`src/sv/i2cm_pkg.sv`:
```
// shared types, command codes and the pin level helper for the i2c master byte engine
package i2cm_pkg;

  // command codes carried by an input request
  localparam logic [2:0] CMD_NONE  = 3'd0;
  localparam logic [2:0] CMD_START = 3'd1;
  localparam logic [2:0] CMD_STOP  = 3'd2;
  localparam logic [2:0] CMD_WRITE = 3'd3;
  localparam logic [2:0] CMD_READ  = 3'd4;

  // reset value of the half period register
  localparam logic [15:0] HALF_PERIOD_RESET = 16'd100;

  // bit count at which a byte is complete
  localparam logic [3:0] BITS_PER_BYTE = 4'd8;

  // bus sequencing phases
  typedef enum logic [4:0] {
    PH_IDLE    = 5'd0,
    PH_START_A = 5'd1,
    PH_START_B = 5'd2,
    PH_START_C = 5'd3,
    PH_STOP_A  = 5'd4,
    PH_STOP_B  = 5'd5,
    PH_WR_HI   = 5'd6,
    PH_WR_LO   = 5'd7,
    PH_WA_HI   = 5'd8,
    PH_WA_LO   = 5'd9,
    PH_RD_HI   = 5'd10,
    PH_RD_LO   = 5'd11,
    PH_RA_HI   = 5'd12,
    PH_RA_LO   = 5'd13
  } phase_t;

  typedef struct packed {
    logic [2:0] command;
    logic [7:0] tx_byte;
    logic       send_ack;
    logic       sda_in;
  } in_req_t;

  typedef struct packed {
    logic       scl;
    logic       sda_out;
    logic       busy_res;
    logic       done_res;
    logic [7:0] rx_byte;
    logic       ack_received;
  } out_req_t;

  typedef struct packed {
    logic scl;
    logic sda;
  } pins_t;

  // pin levels set on the first tick of a phase
  function automatic pins_t enter_pins(phase_t p, logic dbit, logic ackl, pins_t cur);
    pins_t res;
    res = cur;
    case (p)
      PH_START_A: res = '{scl: 1'b1, sda: 1'b1};
      PH_START_B: res = '{scl: 1'b1, sda: 1'b0};
      PH_START_C: res = '{scl: 1'b0, sda: 1'b0};
      PH_STOP_A:  res = '{scl: 1'b1, sda: 1'b0};
      PH_STOP_B:  res = '{scl: 1'b1, sda: 1'b1};
      PH_WR_HI:   res = '{scl: 1'b1, sda: dbit};
      PH_WR_LO:   res = '{scl: 1'b0, sda: dbit};
      PH_WA_HI:   res = '{scl: 1'b1, sda: 1'b1};
      PH_WA_LO:   res = '{scl: 1'b0, sda: 1'b1};
      PH_RD_HI:   res = '{scl: 1'b1, sda: 1'b1};
      PH_RD_LO:   res = '{scl: 1'b0, sda: 1'b1};
      PH_RA_HI:   res = '{scl: 1'b1, sda: ackl};
      PH_RA_LO:   res = '{scl: 1'b0, sda: ackl};
      default:    res = cur;
    endcase
    return res;
  endfunction

endpackage

```
`src/sv/i2cm_chan_if.sv`:
```
// valid/ready channel carrying one payload request per handshake
interface i2cm_chan_if #(
  parameter type T = logic
);
  logic valid;
  logic ready;
  T     data;

  modport source (output valid, output data, input ready);
  modport sink   (input valid, input data, output ready);
endinterface

```
`src/sv/i2c_master_byte_engine_core.sv`:
```
// Tick-driven I2C master byte engine. Every input request is one time-base tick and yields
// exactly one result request with the pin levels, busy, done, the last received byte and the
// last ACK seen. Requests flow back to back, one per clock while the result side keeps up: a
// request is held in the input register, the sequencer step is then computed in a single pass
// and written to the result register. Commands are taken only while idle; the half period
// register (cfg channel, always ready) should be written while the engine is idle.
module i2c_master_byte_engine_core
  import i2cm_pkg::*;
#(
  parameter int DELAY_COUNT_WIDTH = 16
) (
  input  logic         clk,
  input  logic         rst_n,
  i2cm_chan_if.sink    in_ch,
  i2cm_chan_if.source  out_ch,
  i2cm_chan_if.sink    cfg_ch
);

  localparam int DW = DELAY_COUNT_WIDTH;
  localparam int EW = (DW > 16) ? DW : 16;

  // configuration register
  logic [15:0] half_r;

  // input stage
  in_req_t in_r;
  logic    in_valid_r;

  // result stage
  out_req_t out_r;
  logic     out_valid_r;

  // sequencer state
  phase_t        phase_r, phase_nxt;
  logic [3:0]    bit_r, bit_nxt;
  logic [7:0]    shift_r, shift_nxt;
  logic [DW-1:0] dc_r, dc_nxt;
  pins_t         pins_r, pins_nxt;
  logic [7:0]    rdres_r, rdres_nxt;
  logic          ackf_r, ackf_nxt;
  logic          acks_r, acks_nxt;

  // intermediate values after command acceptance
  phase_t        ph_a;
  logic          entered_a;
  logic [DW-1:0] dc_a, dc_dec, load;
  logic [3:0]    bit_a, bit_inc;
  logic [7:0]    shift_a;
  logic          acks_a;
  logic          expire;
  logic          done_w;

  logic [EW-1:0] h_ext, max_ext;
  logic          adv;

  // handshakes
  assign adv          = in_valid_r && (!out_valid_r || out_ch.ready);
  assign in_ch.ready  = !in_valid_r || adv;
  assign cfg_ch.ready = 1'b1;
  assign out_ch.valid = out_valid_r;
  assign out_ch.data  = out_r;

  // delay reload, zero treated as one, saturated to the counter
  always_comb begin
    h_ext   = EW'(half_r);
    max_ext = EW'({DW{1'b1}});
    load    = (h_ext > max_ext) ? max_ext[DW-1:0] : h_ext[DW-1:0];
    if (load == '0) begin
      load = DW'(1);
    end
  end

  // next phase: command acceptance then delay expiry
  always_comb begin
    ph_a    = phase_r;
    bit_a   = bit_r;
    shift_a = shift_r;
    acks_a  = acks_r;
    if (phase_r == PH_IDLE) begin
      case (in_r.command)
        CMD_START: ph_a = PH_START_A;
        CMD_STOP:  ph_a = PH_STOP_A;
        CMD_WRITE: begin
          ph_a    = PH_WR_HI;
          shift_a = in_r.tx_byte;
          bit_a   = '0;
        end
        CMD_READ: begin
          ph_a    = PH_RD_HI;
          shift_a = '0;
          bit_a   = '0;
          acks_a  = in_r.send_ack;
        end
        default: ph_a = PH_IDLE;
      endcase
    end
    entered_a = (phase_r == PH_IDLE) && (ph_a != PH_IDLE);
    dc_a      = entered_a ? load : dc_r;
    dc_dec    = (dc_a != '0) ? dc_a - DW'(1) : dc_a;
    expire    = (ph_a != PH_IDLE) && (dc_dec == '0);
    bit_inc   = bit_a + 4'd1;

    phase_nxt = ph_a;
    if (expire) begin
      case (ph_a)
        PH_START_A: phase_nxt = PH_START_B;
        PH_START_B: phase_nxt = PH_START_C;
        PH_STOP_A:  phase_nxt = PH_STOP_B;
        PH_WR_HI:   phase_nxt = PH_WR_LO;
        PH_WR_LO:   phase_nxt = (bit_inc >= BITS_PER_BYTE) ? PH_WA_HI : PH_WR_HI;
        PH_WA_HI:   phase_nxt = PH_WA_LO;
        PH_RD_HI:   phase_nxt = PH_RD_LO;
        PH_RD_LO:   phase_nxt = (bit_inc >= BITS_PER_BYTE) ? PH_RA_HI : PH_RD_HI;
        PH_RA_HI:   phase_nxt = PH_RA_LO;
        default:    phase_nxt = PH_IDLE;
      endcase
    end
  end

  // datapath and result for this tick
  always_comb begin
    pins_t p_a;
    bit_nxt   = bit_a;
    shift_nxt = shift_a;
    acks_nxt  = acks_a;
    ackf_nxt  = ackf_r;
    rdres_nxt = rdres_r;
    dc_nxt    = (ph_a != PH_IDLE) ? dc_dec : dc_r;
    p_a       = entered_a ? enter_pins(ph_a, shift_a[7], !acks_a, pins_r) : pins_r;
    pins_nxt  = p_a;
    done_w    = 1'b0;
    if (expire) begin
      case (ph_a)
        PH_WR_LO: begin
          shift_nxt = {shift_a[6:0], 1'b0};
          bit_nxt   = bit_inc;
        end
        PH_WA_HI: ackf_nxt = !in_r.sda_in;
        PH_RD_HI: shift_nxt = {shift_a[6:0], in_r.sda_in};
        PH_RD_LO: bit_nxt = bit_inc;
        PH_RA_LO: rdres_nxt = shift_a;
        default:  bit_nxt = bit_a;
      endcase
      if (phase_nxt != PH_IDLE) begin
        pins_nxt = enter_pins(phase_nxt, shift_nxt[7], !acks_nxt, p_a);
        dc_nxt   = load;
      end else begin
        done_w = 1'b1;
        if (ph_a == PH_RA_LO) begin
          pins_nxt.sda = 1'b1;
        end
      end
    end
  end

  // configuration register
  always_ff @(posedge clk) begin
    if (!rst_n) begin
      half_r <= HALF_PERIOD_RESET;
    end else if (cfg_ch.valid) begin
      half_r <= cfg_ch.data;
    end
  end

  // input register
  always_ff @(posedge clk) begin
    if (!rst_n) begin
      in_valid_r <= 1'b0;
    end else if (in_ch.ready) begin
      in_valid_r <= in_ch.valid;
    end
  end

  always_ff @(posedge clk) begin
    if (in_ch.valid && in_ch.ready) begin
      in_r <= in_ch.data;
    end
  end

  // result register valid
  always_ff @(posedge clk) begin
    if (!rst_n) begin
      out_valid_r <= 1'b0;
    end else if (adv) begin
      out_valid_r <= 1'b1;
    end else if (out_ch.ready) begin
      out_valid_r <= 1'b0;
    end
  end

  // result payload
  always_ff @(posedge clk) begin
    if (adv) begin
      out_r.scl          <= pins_nxt.scl;
      out_r.sda_out      <= pins_nxt.sda;
      out_r.busy_res     <= (phase_nxt != PH_IDLE);
      out_r.done_res     <= done_w;
      out_r.rx_byte      <= rdres_nxt;
      out_r.ack_received <= ackf_nxt;
    end
  end

  // sequencer state
  always_ff @(posedge clk) begin
    if (!rst_n) begin
      phase_r <= PH_IDLE;
      bit_r   <= '0;
      shift_r <= '0;
      dc_r    <= '0;
      pins_r  <= '{scl: 1'b1, sda: 1'b1};
      rdres_r <= '0;
      ackf_r  <= 1'b0;
      acks_r  <= 1'b0;
    end else if (adv) begin
      phase_r <= phase_nxt;
      bit_r   <= bit_nxt;
      shift_r <= shift_nxt;
      dc_r    <= dc_nxt;
      pins_r  <= pins_nxt;
      rdres_r <= rdres_nxt;
      ackf_r  <= ackf_nxt;
      acks_r  <= acks_nxt;
    end
  end

endmodule

```
`src/flat_wrapper.sv`:
```
// flat-port wrapper written by rule: the top's interface ports become plain ports
module i2c_master_byte_engine_core_flat import i2cm_pkg::*;
#(
  parameter int DELAY_COUNT_WIDTH = 16
)
  (clk, rst_n, in_ch_valid, in_ch_data, in_ch_ready, out_ch_valid, out_ch_data, out_ch_ready, cfg_ch_valid, cfg_ch_data, cfg_ch_ready);
  i2cm_chan_if #(.T(in_req_t)) in_ch_i ();
  i2cm_chan_if #(.T(out_req_t)) out_ch_i ();
  i2cm_chan_if #(.T(logic [15:0])) cfg_ch_i ();
  input  logic clk;
  input  logic rst_n;
  input wire logic [$bits(in_ch_i.valid)-1:0] in_ch_valid;
  input wire logic [$bits(in_ch_i.data)-1:0] in_ch_data;
  output wire logic [$bits(in_ch_i.ready)-1:0] in_ch_ready;
  output wire logic [$bits(out_ch_i.valid)-1:0] out_ch_valid;
  output wire logic [$bits(out_ch_i.data)-1:0] out_ch_data;
  input wire logic [$bits(out_ch_i.ready)-1:0] out_ch_ready;
  input wire logic [$bits(cfg_ch_i.valid)-1:0] cfg_ch_valid;
  input wire logic [$bits(cfg_ch_i.data)-1:0] cfg_ch_data;
  output wire logic [$bits(cfg_ch_i.ready)-1:0] cfg_ch_ready;
  assign in_ch_i.valid = in_ch_valid;
  assign in_ch_i.data = in_ch_data;
  assign in_ch_ready = in_ch_i.ready;
  assign out_ch_valid = out_ch_i.valid;
  assign out_ch_data = out_ch_i.data;
  assign out_ch_i.ready = out_ch_ready;
  assign cfg_ch_i.valid = cfg_ch_valid;
  assign cfg_ch_i.data = cfg_ch_data;
  assign cfg_ch_ready = cfg_ch_i.ready;
  i2c_master_byte_engine_core #(.DELAY_COUNT_WIDTH(DELAY_COUNT_WIDTH)) u_core (.clk(clk), .rst_n(rst_n), .in_ch(in_ch_i), .out_ch(out_ch_i), .cfg_ch(cfg_ch_i));
endmodule
```
`config.mk`:
```
export PLATFORM = sky130hd
export DESIGN_NAME = i2c_master_byte_engine_core_flat
export DESIGN_NICKNAME = d
export VERILOG_FILES = /design/src/sv/i2cm_pkg.sv /design/src/sv/i2cm_chan_if.sv /design/src/sv/i2c_master_byte_engine_core.sv /design/src/flat_wrapper.sv
export SDC_FILE = /design/constraint.sdc
export NUM_CORES = 1
export LEC_CHECK = 0
export ABC_AREA = 1
export BUFFER_PORTS_ARGS = -buffer_cell sky130_fd_sc_hd__buf_2
export CAP_MARGIN = 20
export CORE_MARGIN = 3
export CORE_UTILIZATION = 55
export CTS_CLUSTER_DIAMETER = 100
export DETAILED_ROUTE_END_ITERATION = 6
export GPL_TIMING_DRIVEN = 0
export PLACE_DENSITY_LB_ADDON = 0.12
export SETUP_SLACK_MARGIN = 0.02
export SYNTH_ARGS = -nofsm -noshare
export SYNTH_HDL_FRONTEND = slang
export SYNTH_SLANG_ARGS = --single-unit
```
`constraint.sdc`:
```
create_clock -name clk -period 3.53 [get_ports clk]
set_clock_uncertainty 0.2 [all_clocks]
set_input_delay 0 -clock clk [delete_from_list [all_inputs] [get_ports clk]]
set_output_delay 0 -clock clk [all_outputs]
set_load 0.05 [all_outputs]
```
After elaboration in Yosys (flattened, before gate mapping)
Cells that the tools add are included.

Bits in registers: 89. Logic and storage cells: 118.

Equal/unequal tests: 30. Reduce and logical (&&, ||, !) cells: 25. Add/subtract/negate cells: 2. Multiplexer cells: 37. Order comparisons: 2.

Operators by type and width (number): 16-bit two-way mux (7); 5-bit by 4-bit == test with 1-bit output, second input constant (12); 5-bit one-hot mux with 9 select lines (1); 5-bit by 3-bit == test with 1-bit output, second input constant (8); 16-bit zero test (2); 8-bit two-way mux (4); 2-bit one-hot mux with 8 select lines (2); 8-bit one-hot mux with 2 select lines (2); 5-bit by 2-bit == test with 1-bit output, second input constant (4); 4-bit two-way mux (5); 16-bit greater-than comparator, second input constant (1); 4-bit one-hot mux with 4 select lines (1); 16-bit nonzero test (1); 16-bit by 1-bit subtractor with 16-bit output, second input constant (1); 2-bit OR reduction (6); 5-bit by 1-bit == test with 1-bit output, second input constant (2); 1-bit two-way mux (10); 5-bit two-way mux (2); 5-bit nonzero test (2); 4-bit OR reduction (2); 3-bit by 2-bit == test with 1-bit output, second input constant (2); 5-bit zero test (1); 4-bit by 1-bit adder with 4-bit output, second input constant (1); 4-bit greater-or-equal comparator, second input constant (1); 8 further kinds (16).

Depth between registers and ports, before layout
Gate-level depths: netlist (run 1).

Depth in word-level cells: 16. Mapped depth: 36. Gate-level depth less buffers: 34.

Worst setup path after synthesis (run 1)
Ideal clock, no wire load.

Path type: register to register. Start point: register u_core.in_r[11] (netlist name). End point: register u_core.dc_r[4]. Slack: -0.324 ns. Data required time: 3.203 ns. Library setup time: 0.127 ns. Buffers on the path: 5. Stages on the path, launching flop included: 35. Data arrival time: 3.527 ns. Cell sequence: edfxtp_1 inv_1 nor2_1 nand2_1 nand2_1 nand2_4 nand2_4 nor2_4 nand2_8 nand2_4 buf_8 nand2_1 nand2_2 ha_1 nand2_1 nor2_4 nand2_2 inv_2 nand2_2 buf_6 buf_4 nand2_1 nand4_1 nor2_1 nand2_1 nand2_1 nand2_1 nor2_4 nand3_4 nand2_4 buf_8 buf_6 nand3_2 nand3_2 a21oi_2.

Longest elaborated chain between the ends: 14. Elaborated cells between the ends (all ways): 36. Those cells by class: add/sub: 2; order compare: 1; eq/ne: 13; mux: 13; reduce/logical: 7.

RTL lines: from (decl) (RTL line i2c_master_byte_engine_core.sv:26) `in_req_t in_r;`; from (signal assigned) (RTL line i2c_master_byte_engine_core.sv:176) `in_r <= in_ch.data;`; 3-bit == test (tied with other cells) (RTL line i2c_master_byte_engine_core.sv:80) `case (in_r.command)`; 4-bit one-hot mux with 4 select lines (RTL line i2c_master_byte_engine_core.sv:80); 5-bit two-way mux (RTL line i2c_master_byte_engine_core.sv:79) `if (phase_r == PH_IDLE) begin`; 5-bit nonzero test (RTL line i2c_master_byte_engine_core.sv:97, i2c_master_byte_engine_core.sv:100, i2c_master_byte_engine_core.sv:128); 1-bit logical AND (RTL line i2c_master_byte_engine_core.sv:97) `entered_a = (phase_r == PH_IDLE) && (ph_a != PH_IDLE);`; 16-bit two-way mux (RTL line i2c_master_byte_engine_core.sv:98) `dc_a = entered_a ? load : dc_r;`; 16-bit by 1-bit subtractor with 16-bit output or 16-bit nonzero test (tied branches) (RTL line i2c_master_byte_engine_core.sv:99) `dc_dec = (dc_a != '0) ? dc_a - DW'(1) : dc_a;`; 16-bit two-way mux (RTL line i2c_master_byte_engine_core.sv:99); 16-bit zero test (RTL line i2c_master_byte_engine_core.sv:100) `expire = (ph_a != PH_IDLE) && (dc_dec == '0);`; 1-bit logical AND (RTL line i2c_master_byte_engine_core.sv:100); 5-bit two-way mux (RTL line i2c_master_byte_engine_core.sv:104) `if (expire) begin`; 5-bit nonzero test (RTL line i2c_master_byte_engine_core.sv:144) `if (phase_nxt != PH_IDLE) begin`; 16-bit two-way mux (RTL line i2c_master_byte_engine_core.sv:144); 16-bit two-way mux * (RTL line i2c_master_byte_engine_core.sv:132) `if (expire) begin`; to (signal assigned) (RTL line i2c_master_byte_engine_core.sv:218) `dc_r <= dc_nxt;`; to (decl) (RTL line i2c_master_byte_engine_core.sv:37) `logic [DW-1:0] dc_r, dc_nxt;`.

Mark *: on every way between the ends. The rest lies on a longest branch, timed or not. A chain may end at the register's enable or synchronous reset.

Worst setup path after layout (run 1)
Start point: register u_core.in_r[11] (netlist name). End point: register u_core.dc_r[7].

Same word-level chain as after synthesis.

==> reports/summary.txt, run 1 <==
CTS tree: yes
Mean routed wirelength per cell: 18.83 um
Largest net degree at the start of global routing: 23
Min-Delay Path Class: in2reg
CTS clk-pin slew, worst paths: 0.11 ns
Slew HR: 47.64%
Clock Path Buffers: 2
Worst-skew pair later-pin latency: 0.39 ns
Detailed Route WL: 22.47 mm
Post-DRT Antenna Nets: 0
Failing checks: setup timing
Fin. Hold Viols: 0
Leak Pwr: 3.813 nW
Fillers: 662
Ys flop type: dfxtp_1
Post-synth EDFFs: 26
Detail Placement HPWL: 13.83 mm
Slowest CP cell: edfxtp_1
Seq/Total Area, Yosys: 34.07%
Clock H-tree levels: 3
Setup crit start kind: register
Final period util: 121.8%
Initial DRT Pass Iterations: 6
First-pass GRT wire length: 33.67 mm
Worst Path Class, Setup: reg2reg
Num CTS Buffers: 9
Syn-to-layout area delta: 43.21%
Top Ports: 50
CTS sink cnt: 89
Vias in the first global route: 6654
Slew @ Worst Pin: 0.7854 ns
Design area: 8583 um2
Yosys Warn Count: 0
Pwr Density: 454.1 nW/um2
Die area: 12180 um2
Fin nets: 1088
Syn Inst Count: 875
Crit-path max FO: 10
Commonest non-fill, non-tap cells in the layout: 170 x nand2_1, 96 x inv_1, 67 x nand3_1
Clock Tree Root: clkbuf_8
Chip height: 110.4 um
DRC viols: 0
Fin crit period: 4.301 ns
Hold Slack: 0.04158 ns
Gr usage total: 36.28%
Synthesized area: 5993 um2
Die Span X: 110.4 um
Synthesized area per cell: 6.849 um2
MaxCap Viol Count: 0
Antenna diodes: 0
Syn nets: 911
Worst vdd ir: 0.3491 mV
Share of synthesized registers carrying an async set or reset: 0%
Crit path required time: 3.64 ns
Initial DRC Count: 959
Final WS setup: -0.7711 ns
Commonest non-fill, non-tap cell in the layout: nand2_1
DP Area: 6475 um2
CP peak stage delay: 0.44 ns
Yosys reg bits: 89
Drt via density: 5.914
Initial Utilization: 57.28%
Total congestion overflow: 0
Core Util, Final: 82.04%
Initial antenna violation count: 0
Share of layout cells above drive strength 1: 37.09%
GPL Wtd Cong: 0.9886
Worst setup EP type: register
Max Transition Viols Final: 0
Synth cell types: 46
Port Buf Inserts: 47
Row cnt: 37
Outcome: finished with violations
WP data arrival: 4.41 ns
Core area: 10460 um2
Design Power: 3.898 mW
RSZ-0062 raised after global routing: true
FMAX: 0.2325 GHz
DP Worst Slack: -0.9840 ns
Total number of vias: 7055
Setup-failing EPs final: 56
[cell usage after synthesis, drive strengths merged (2+ instances only)]
cell type,n,share of area [%]
nand2,265,19
inv,113,7.1
nand3,110,11
nor2,88,7.2
a21oi,63,5.9
dfxtp,63,21
o21ai,59,4.9
edfxtp,26,13
buf,20,3.0
clkbuf,12,0.75
nand4,12,1.3
o22ai,7,0.73
nor3,5,0.42
o211ai,5,0.63
dlygate4sd1,4,0.58
o21a,3,0.38
a21boi,2,0.25
clkinv,2,0.13
ha,2,0.42
mux2i,2,0.33
xor2,2,0.29
[kinds of logic (layout without fill, tap and decap cells)]
logic type               Yosys count  in the layout  synth area share [%]
multiplexers                       2              2                0.3340
AND/OR/NAND/NOR                  482            482                 39.46
buffers and inverters            151            333                 11.59
adder cells (fa/ha/maj)            2              2                0.4175
flip-flops                        89             89                 34.07
XOR/XNOR                           3              3                0.4385
AO/OA/AOI/OAI                    145            145                 13.63
other                              1              1               0.06257
[layer usage]
layer	GRT usage, %	vias up	wire [um]	part of all wire [%]
met5	0	-	0	0
met4	12.23	0	552	2.5
met3	8.503	62	2005	8.9
met2	57.37	392	10600	47
met1	48.87	3391	9310	41
li1	-	3210	-	-
[timing repair]
action,CTS,global route
setup buffers,57,8
pin swaps,31,31
cloned,6,1
hold buffers,48,0
setup endpoints to repair,56,57
gates resized for setup,146,94
hold endpoints to repair,31,0
[through the flow]
stage	TNS, ns	instances
global route	-38.41	1193
global placement	-40.76	1058
finish	-33.37	1193
CTS	-22.01	1185
detailed placement	-45.04	1058
floorplan	-4.652	875
[state kept, by name, summed over array words and instances (netlist names)]
register             count
u_core.out_ch.valid      1
u_core.bit_r             4
u_core.phase_r           5
u_core.acks_r            1
u_core.pins_r            2
u_core.in_r             13
u_core.out_ch.data      13
u_core.h_ext            16
u_core.dc_r             16
u_core.shift_r           8
u_core.rdres_r           8
u_core.in_valid_r        1
u_core.ackf_r            1
[final timing paths]
kind	from	end	slack (ns)	cells past startpoint
setup / recovery	u_core.in_r[11]$_DFFE_PP_	u_core.dc_r[7]$_SDFFE_PN0P_	-0.77	29
hold / removal	rst_n	u_core.phase_r[2]$_SDFFE_PN0P_	0.04	5
hold reg to reg	u_core.shift_r[5]$_SDFFE_PN0P_	u_core.shift_r[5]$_SDFFE_PN0P_	0.28	2
setup reg to reg	u_core.in_r[11]$_DFFE_PP_	u_core.dc_r[7]$_SDFFE_PN0P_	-0.77	29
[final cells by class]
| cell class | count | area (um2) | area share (%) |
|---|---|---|---|
| multi-input cells | 635 | 4033 | 46.98 |
| flip-flops and latches | 89 | 2042 | 23.79 |
| repair buffers | 166 | 1401 | 16.33 |
| inverters | 115 | 444.2 | 5.175 |
| plain buffers | 36 | 314.1 | 3.659 |
| well taps | 136 | 170.2 | 1.983 |
| clock buffers | 10 | 127.6 | 1.487 |
| clock inverters | 6 | 51.30 | 0.5977 |
[power breakdown]
| group | internal (mW) | switching, mW | total [mW] |
|---|---|---|---|
| logic | 0.772 | 1.28 | 2.05 |
| registers | 1.12 | 0.0410 | 1.16 |
| clock network | 0.265 | 0.427 | 0.692 |
| total | 2.15 | 1.74 | 3.90 |
[worst max-delay path, delay by kind of cell, from the launching register on]
kind,cells,cell delay [ns]
buffers and inverters,5,0.73
adder cells (fa/ha/maj),1,0.18
flip-flops,1,0.44
AO/OA/AOI/OAI,2,0.38
AND/OR/NAND/NOR,21,2.28
Power figures use the tool's default switching activity.
==> inputs of run 2 (changes only) <==
CORE_MARGIN = unset   (was 3)
==> run 2 against run 1 <==
Net effect:
- routed wire length is 0.94% lower
- clock-buffer cell count fell by 1
- die area shrank 7.1%
- clock power increased by 10%
- first-iteration DRC count fell by 9.9%
- fmax grew 2.6%
- the flow still finishes with violations (setup timing)
==> reports/summary.txt, run 2 (synthesis results as in run 1) <==
Outcome: finished with violations (unchanged)
Failing checks: setup timing (unchanged)
Worst setup EP type: register (unchanged)
Initial DRC Count: 864 (was 959)
Clock Path Buffers: 2 (unchanged)
Initial Utilization: 57.28% (unchanged)
MaxCap Viol Count: 0 (unchanged)
Chip height: 106.4 um (was 110.4 um)
Die Span X: 106.4 um (was 110.4 um)
First-pass GRT wire length: 33.47 mm (was 33.67 mm)
Post-DRT Antenna Nets: 0 (unchanged)
Min-Delay Path Class: in2reg (unchanged)
Hold Slack: 0.1368 ns (was 0.04158 ns)
Num CTS Buffers: 9 (unchanged)
Final WS setup: -0.6631 ns (was -0.7711 ns)
TNS Setup: -26.59 ns (was -33.37 ns)
R2R depth: 31 (was 29)
Buf/Inv on CP: 5 (unchanged)
CTS tree: yes (unchanged)
Commonest non-fill, non-tap cell in the layout: nand2_1 (unchanged)
Slew HR: 47.60% (was 47.64%)
Detailed Route WL: 22.25 mm (was 22.47 mm)
Core Util, Final: 83.63% (was 82.04%)
CP peak stage delay: 0.50 ns (was 0.44 ns)
WP data arrival: 4.25 ns (was 4.41 ns)
Max Transition Viols Final: 0 (unchanged)
FMAX: 0.2385 GHz (was 0.2325 GHz)
Total number of vias: 7053 (was 7055)
R2R Path End: u_core.dc_r[7]$_SDFFE_PN0P_ (unchanged)
Syn-to-layout area delta: 45.99% (was 43.21%)
Top Ports: 50 (unchanged)
Met3 routed WL: 2.182 mm (was 2.005 mm)
Largest net degree at the start of global routing: 23 (unchanged)
Reg2reg setup slack: -0.66 ns (was -0.77 ns)
Worst Path Class, Setup: reg2reg (unchanged)
Core area: 10460 um2 (unchanged)
CTS sink cnt: 89 (unchanged)
Die area: 11320 um2 (was 12180 um2)
Setup-failing EPs final: 56 (unchanged)
Design Power: 4.095 mW (was 3.898 mW)
Slowest CP cell: edfxtp_1 (unchanged)
Slew @ Worst Pin: 0.7860 ns (was 0.7854 ns)
Pwr Density: 468.0 nW/um2 (was 454.1 nW/um2)
Crit path required time: 3.58 ns (was 3.64 ns)
Port Buf Inserts: 47 (unchanged)
Vias in the first global route: 6799 (was 6654)
CP delay by family, top: simple AND/OR/NAND/NOR gates (unchanged)
Initial DRT Pass Iterations: 5 (was 6)
Clock H-tree levels: 3 (unchanged)
Worst-skew pair later-pin latency: 0.37 ns (was 0.39 ns)
Clock Tree Root: clkbuf_8 (unchanged)
Antenna diodes: 0 (unchanged)
Crit. Startpoint: u_core.in_r[12]$_DFFE_PP_ (was u_core.in_r[11]$_DFFE_PP_)
Levels on crit path: 31 (was 29)
Total congestion overflow: 0 (unchanged)
Setup crit start kind: register (unchanged)
Crit-path max FO: 7 (was 10)
Final period util: 118.8% (was 121.8%)
Fin crit period: 4.193 ns (was 4.301 ns)
DRC viols: 0 (unchanged)
Initial antenna violation count: 0 (unchanged)
Worst vdd ir: 0.3157 mV (was 0.3491 mV)
Leak Pwr: 3.896 nW (was 3.813 nW)
Top layer in use: met4 (unchanged)
Fin nets: 1102 (was 1088)
Commonest non-fill, non-tap cells in the layout: 162 x nand2_1, 96 x inv_1, 67 x nand2_2 (was 170 x nand2_1, 96 x inv_1, 67 x nand3_1)
Share of layout cells above drive strength 1: 39.59% (was 37.09%)
Detail Placement HPWL: 13.40 mm (was 13.83 mm)
Drt via density: 5.843 (was 5.914)
Gr usage total: 38.45% (was 36.28%)
Worst Setup EP: u_core.dc_r[7]$_SDFFE_PN0P_ (unchanged)
GPL Wtd Cong: 0.9164 (was 0.9886)
WL met2: 10.67 mm (was 10.60 mm)
CTS clk-pin slew, worst paths: 0.10 ns (was 0.11 ns)
RSZ-0062 raised after global routing: true (unchanged)
Metal-1 WL: 8.798 mm (was 9.310 mm)
DP Worst Slack: -0.9785 ns (was -0.9840 ns)
Origin of the critical flop-to-flop path: u_core.in_r[12]$_DFFE_PP_ (was u_core.in_r[11]$_DFFE_PP_)
Fin. Hold Viols: 0 (unchanged)
Mean routed wirelength per cell: 18.44 um (was 18.83 um)
Row cnt: 37 (unchanged)
run 2: routing by layer:
metal | vias to the layer above | global-route usage [%]
met5 | - | 0
met4 | 0 | 14.48
met3 | 72 | 8.461
met2 | 451 | 62.94
met1 | 3294 | 49.44
li1 | 3236 | -
run 2: final cells by class:
type	count	area, um2
Inverter	115	441.7
Clock inverter	7	87.58
Tap cell	136	170.2
Fill cell	629	1713
Clock buffer	9	123.9
Sequential cell	89	2043
Buffer	36	310.3
Multi-Input combinational cell	635	4045
Timing Repair Buffer	180	1528
run 2: how the worst min path moves through the flow:
stage	start	to	depth (start not counted)
finish	in_ch_data[1]	u_core.in_r[1]$_DFFE_PP_	2
global route	in_ch_data[0]	u_core.in_r[0]$_DFFE_PP_	2
CTS	cfg_ch_valid	u_core.h_ext[7]$_SDFFE_PN0P_	4
detailed placement	in_ch_data[7]	u_core.in_r[7]$_DFFE_PP_	1
global placement	in_ch_data[4]	u_core.in_r[4]$_DFFE_PP_	1
floorplan	in_ch_data[0]	u_core.in_r[0]$_DFFE_PP_	0
run 2: through the flow:
step	std cells	instance area (um2)
after floorplan	875	6070
after CTS	1188	8367
after detailed placement	1058	6475
after global routing	1207	8750
after global placement	1058	6475
final	1207	8750
run 2: timing repair:
action / 4_1_cts / 5_1_grt
buffers inserted: 59 / 19
hold buffers: 49 / 0
gates cloned: 6 / 1
endpoints found under the setup margin: 56 / 57
pin swaps: 63 / 53
endpoints found under the hold margin: 32 / 0
gates resized for setup: 188 / 67
run 2: power by group:
part | internal [mW] | total, mW | switching (mW) | leakage [nW]
logic | 0.852 | 2.18 | 1.33 | 3.03
clock network | 0.342 | 0.762 | 0.420 | 0.105
registers | 1.12 | 1.15 | 0.0385 | 0.766
total | 2.31 | 4.10 | 1.78 | 3.90
